## src/rtl/vtc_pkg.sv

```systemverilog
// Shared types, codes and constants of the voxel terrain column renderer.
`timescale 1ns / 1ps

package vtc_pkg;

    // Fixed field widths
    localparam int REQ_W    = 2;
    localparam int COORD_W  = 8;
    localparam int HGT_W    = 8;
    localparam int COL_W    = 6;
    localparam int CROW_W   = 5;
    localparam int COLOR_W  = 4;
    localparam int CFG_W    = 8;
    localparam int CFG_IDX_W = 1;
    localparam int EYE_W    = 9;

    // Parameter defaults
    localparam int DEF_MAP_BITS    = 8;
    localparam int DEF_DEPTH_STEPS = 150;
    localparam int DEF_COLUMNS     = 40;
    localparam int DEF_ROWS        = 30;

    // Eye smoothing: (9*eye + flight + h) / 10 by reciprocal multiply
    localparam int SUM_W       = 13;
    localparam int RECIP_SHIFT = 16;
    localparam int PROD10_W    = 2 * SUM_W;
    localparam logic [SUM_W-1:0] RECIP_10 = 13'd6554;

    localparam logic [COLOR_W-1:0] SKY_COLOR  = 4'd15;
    localparam logic [CFG_W-1:0]   LOOK_RESET = 8'd5;
    localparam logic [CFG_W-1:0]   FLIGHT_RESET = 8'd0;

    // Request codes
    typedef enum logic [REQ_W-1:0] {
        REQ_WRITE  = 2'd0,
        REQ_FRAME  = 2'd1,
        REQ_COLUMN = 2'd2
    } t_req;

    // Configuration register indexes
    localparam logic [CFG_IDX_W-1:0] CFG_FLIGHT = 1'd0;
    localparam logic [CFG_IDX_W-1:0] CFG_LOOK   = 1'd1;

    // Controller to datapath commands
    typedef struct packed {
        logic map_we;      // write one map height from the input word
        logic load_frame;  // latch viewer position
        logic load_col;    // latch column, clear row and depth
        logic rd_frame;    // read the look-ahead map entry
        logic upd_eye;     // smooth eye height from the read data
        logic prime;       // first read of a march, at depth zero
        logic rd_next;     // read ahead at depth + 1
        logic adv_depth;   // ray missed: next depth
        logic emit;        // load one cell into the output register
        logic emit_fill;   // that cell is sky
    } t_cmd;

    // Datapath to controller status
    typedef struct packed {
        logic hit;
        logic depth_last;
        logic row_last;
        logic out_free;
    } t_sts;

endpackage

```

## src/rtl/vtc_ctrl.sv

```systemverilog
// Controller: sequences map writes, frame starts and column marches.
`timescale 1ns / 1ps

module vtc_ctrl #(
    parameter int COLUMNS = vtc_pkg::DEF_COLUMNS
) (
    input  logic                        i_clk,
    input  logic                        i_rst_n,
    input  logic                        i_in_valid,
    input  logic [vtc_pkg::REQ_W-1:0]   i_req_type,
    input  logic [vtc_pkg::COL_W-1:0]   i_column,
    input  vtc_pkg::t_sts               i_sts,
    output logic                        o_in_ready,
    output vtc_pkg::t_cmd               o_cmd
);

    typedef enum logic [2:0] {
        ST_IDLE,
        ST_FRAME_RD,
        ST_FRAME_UPD,
        ST_PRIME,
        ST_MARCH,
        ST_FILL
    } t_state;

    t_state r_state;
    t_state n_state;
    logic   col_ok;

    assign col_ok     = int'(i_column) < COLUMNS;
    assign o_in_ready = (r_state == ST_IDLE);

    // Next state and commands
    always_comb begin
        n_state = r_state;
        o_cmd   = '0;
        unique case (r_state)
            ST_IDLE: begin
                if (i_in_valid) begin
                    case (i_req_type)
                        vtc_pkg::REQ_WRITE: begin
                            o_cmd.map_we = 1'b1;
                        end
                        vtc_pkg::REQ_FRAME: begin
                            o_cmd.load_frame = 1'b1;
                            n_state = ST_FRAME_RD;
                        end
                        vtc_pkg::REQ_COLUMN: begin
                            if (col_ok) begin
                                o_cmd.load_col = 1'b1;
                                n_state = ST_PRIME;
                            end
                        end
                        default: begin
                            n_state = ST_IDLE;
                        end
                    endcase
                end
            end
            ST_FRAME_RD: begin
                o_cmd.rd_frame = 1'b1;
                n_state = ST_FRAME_UPD;
            end
            ST_FRAME_UPD: begin
                o_cmd.upd_eye = 1'b1;
                n_state = ST_IDLE;
            end
            ST_PRIME: begin
                o_cmd.prime = 1'b1;
                n_state = ST_MARCH;
            end
            ST_MARCH: begin
                o_cmd.rd_next = 1'b1;
                if (i_sts.hit) begin
                    // terrain above the ray: one cell, next row
                    if (i_sts.out_free) begin
                        o_cmd.emit = 1'b1;
                        if (i_sts.row_last) begin
                            n_state = ST_IDLE;
                        end
                    end
                end else begin
                    o_cmd.adv_depth = 1'b1;
                    if (i_sts.depth_last) begin
                        n_state = ST_FILL;
                    end
                end
            end
            ST_FILL: begin
                if (i_sts.out_free) begin
                    o_cmd.emit      = 1'b1;
                    o_cmd.emit_fill = 1'b1;
                    if (i_sts.row_last) begin
                        n_state = ST_IDLE;
                    end
                end
            end
            default: begin
                n_state = ST_IDLE;
            end
        endcase
    end

    always_ff @(posedge i_clk) begin
        if (!i_rst_n) begin
            r_state <= ST_IDLE;
        end else begin
            r_state <= n_state;
        end
    end

endmodule

```

## config.mk

```make
export PLATFORM = sky130hd
export DESIGN_NAME = vtc_ctrl
export DESIGN_NICKNAME = d
export VERILOG_FILES = /design/src/rtl/vtc_pkg.sv /design/src/rtl/vtc_ctrl.sv
export SDC_FILE = /design/constraint.sdc
export NUM_CORES = 1
export LEC_CHECK = 0
export BUFFER_PORTS_ARGS = -buffer_cell sky130_fd_sc_hd__buf_2
export CAP_MARGIN = 20
export CORE_AREA = 2 2 39 41
export DETAILED_ROUTE_END_ITERATION = 12
export DIE_AREA = 0 0 41 43
export GPL_ROUTABILITY_DRIVEN = 0
export PLACE_DENSITY_LB_ADDON = 0.08
export SYNTH_ARGS = -nofsm -noshare
export SYNTH_HDL_FRONTEND = slang
export SYNTH_SLANG_ARGS = --single-unit
```

## constraint.sdc

```tcl
create_clock -name i_clk -period 1.3 [get_ports i_clk]
set_input_delay 0.195 -clock i_clk [delete_from_list [all_inputs] [get_ports i_clk]]
set_output_delay 0.195 -clock i_clk [all_outputs]
set_load 0.005 [all_outputs]
```

==> impl_metrics.py <==
metrics = {
    "status": {
        "status": "finished, final reports clean",
    },
    "synth": {
        "synth_edf_count": 0,
        "syn_avg_cell_area_um2": 7.626,
        "synth_flop_cell": "dfxtp_1",
        "synth_cells": 42,
        "syn-num-nets": 60,
        "synth-seq-cells": 3,
        "synth_area_um2": 320.3,
        "ys_seq_area_share_pct": 18.75,
        "yosysWarnings": 0,
        "netlist-cell-type-count": 23,
        "synthArstFlopShare_pct": 0,
    },
    "final_layout": {
        "drive_above_1_share_pct": 50.70,
        "mostFrequentLayoutCells": "22 x buf_2, 5 x nor2_1",
        "nNetsFinal": 90,
        "syn_to_final_growth_pct": 67.58,
        "fin_area_um2": 536.8,
        "antenna_cells": 0,
        "largest_reg_flops": 3,
        "regMostFlops": "r_state",
        "final_util_pct": 38.79,
        "reg_top3": "r_state (3)",
        "final_common_cell": "buf_2",
    },
    "detailed_routing": {
        "firstDrtPassIters": 4,
        "met2_wirelength_um": 378,
        "wl_per_cell_um": 9.494,
        "highest_layer": "met3",
        "drc": 0,
        "routed_wirelength_um": 826,
        "vias": 385,
        "vias_per_cell": 4.425,
        "drtIter0Drc": 6,
        "m1WireLength_um": 383,
        "wl_met3_um": 64,
        "ant_nets": 0,
    },
    "cts": {
        "cts_made_buffers": 3,
        "clockBufferDepth": 2,
        "h-tree-depth": 1,
        "cts_tree": "yes",
        "cts-root-buf": "clkbuf_4",
        "clk_latency_ps": 230,
        "cts.clk_slew.worst_paths_ps": 40,
        "cts.sinks": 3,
    },
    "timing": {
        "worstMarginPinSlew_ps": 250.7,
        "hold_viol_final": 0,
        "clock_skew_ps": 4.808,
        "rsz0062_at_grt": "true",
        "slew_headroom_pct": 83.05,
        "finalSetupViolations": 0,
        "slew_viol_final": 0,
        "fmax_mhz": 771.4,
        "min_period_ps": 1296,
        "whs_ps": 206.6,
        "fin_crit_sh_pct": 99.72,
    },
    "power_and_ir_drop": {
        "p_leak_nw": 0.2885,
        "max-vdd-ir-drop_mv": 0.4489,
        "total_power_w": 0.0003789,
        "p_per_area_nw_per_um2": 705.9,
    },
    "setup_path": {
        "crit_path_end_kind": "primary output",
        "cp_max_fo": 4,
        "crit_type": "register to primary output",
        "worstSetupStartpointType": "register",
        "arrival_ps": 1100,
        "worstPathRequired_ps": 1110,
    },
    "die": {
        "fp.dieH_um": 43,
        "core_region_area_um2": 1384,
        "fp-row-count": 14,
        "die_x_um": 41,
        "ios": 26,
        "dieArea_um2": 1763,
        "initial_utilization_pct": 23.15,
    },
    "global_routing": {
        "grt_overflow": 0,
        "grt_usage_pct": 10.04,
        "grt_max_degree": 11,
        "grt_pass1_vias": 319,
        "grt_antenna_before_repair": 0,
        "grt_first_pass_wirelength_mm": 1.248,
    },
    "placed_design": {
        "port_buffers": 22,
        "dp_hpwl_um": 663.5,
        "place_area_um2": 461.7,
    },
    "job": {
        "drv_cap": 0,
    },
    "min_path": {
        "worstHoldPathType": "primary input to register",
    },
}
-- power breakdown --
group / total (W) / switching [W] / internal [W] / leakage (nW)
combinational: 0.000110 / 0.0000492 / 0.0000609 / 0.247
clock: 0.000165 / 0.0000501 / 0.000115 / 0.0150
sequential: 0.000103 / 0.00000800 / 0.0000955 / 0.0264
-- per-stage QoR --
| stage | setup slack [ps] | instances | TNS [ps] |
|---|---|---|---|
| finish | 3.689 | 87 | 0 |
| global route | -77.05 | 87 | -250.3 |
| CTS | -33.50 | 87 | -79.71 |
| detailed placement | 104.1 | 80 | 0 |
| global placement | 96.14 | 80 | 0 |
| floorplan | 172.5 | 42 | 0 |
-- area by class of cell --
cell class | instances | area (µm²)
Tap cell | 16 | 20.02
Timing Repair Buffer | 27 | 163.9
Clock buffer | 4 | 26.28
Sequential cell | 3 | 68.82
Multi-Input combinational cell | 34 | 246.5
Fill cell | 163 | 847.1
Inverter | 3 | 11.26
-- per-layer routing --
metal | track usage, % | up-vias
met3 | 4.712 | 0
met4 | 0 | 0
li1 | - | 203
met5 | 0 | -
met2 | 15.94 | 18
met1 | 12.86 | 164
-- final timing paths --
kind / cells past startpoint / endpoint / from / slack, ps
worst max-delay path: 3 / o_cmd[7] / r_state[2]$_SDFFE_PN0P_ / 4
worst min-delay path: 2 / r_state[2]$_SDFFE_PN0P_ / i_rst_n / 210
worst max register to register: 6 / r_state[0]$_SDFFE_PN0P_ / r_state[2]$_SDFFE_PN0P_ / 200
worst min register to register: 1 / r_state[1]$_SDFFE_PN0P_ / r_state[2]$_SDFFE_PN0P_ / 460
-- cells by family after synthesis --
kind of cell | Yosys count | synth area share [%]
AOI/OAI and AO/OA | 7 | 14.84
and+or+nand+nor | 24 | 46.09
DFF | 3 | 18.75
adders and majority gates | 3 | 11.72
buffers and inverters | 5 | 8.592
-- worst max-delay path, cell delays in order (launching register included) --
cell and delay [ps]:
dfxtp_4 350, nor3_4 210, and4_1 210, buf_2 110
-- cells in the mapped netlist, drive strengths merged (3+ instances only) --
cell,n,area share [%]
dfxtp,3,19
inv,3,3.5
nand2b,3,5.9
and3,3,5.9
nor2,5,5.9
ha,3,12
-- what timing repair did --
| item | CTS | global route |
|---|---|---|
| setup buffers | 3 | 0 |
| hold buffers | 0 | 0 |
| setup endpoints to repair | 6 | 7 |
| gates resized for setup | 6 | 3 |
| pin swaps | 3 | 3 |
No activity file was read; power rests on OpenSTA's default activity.
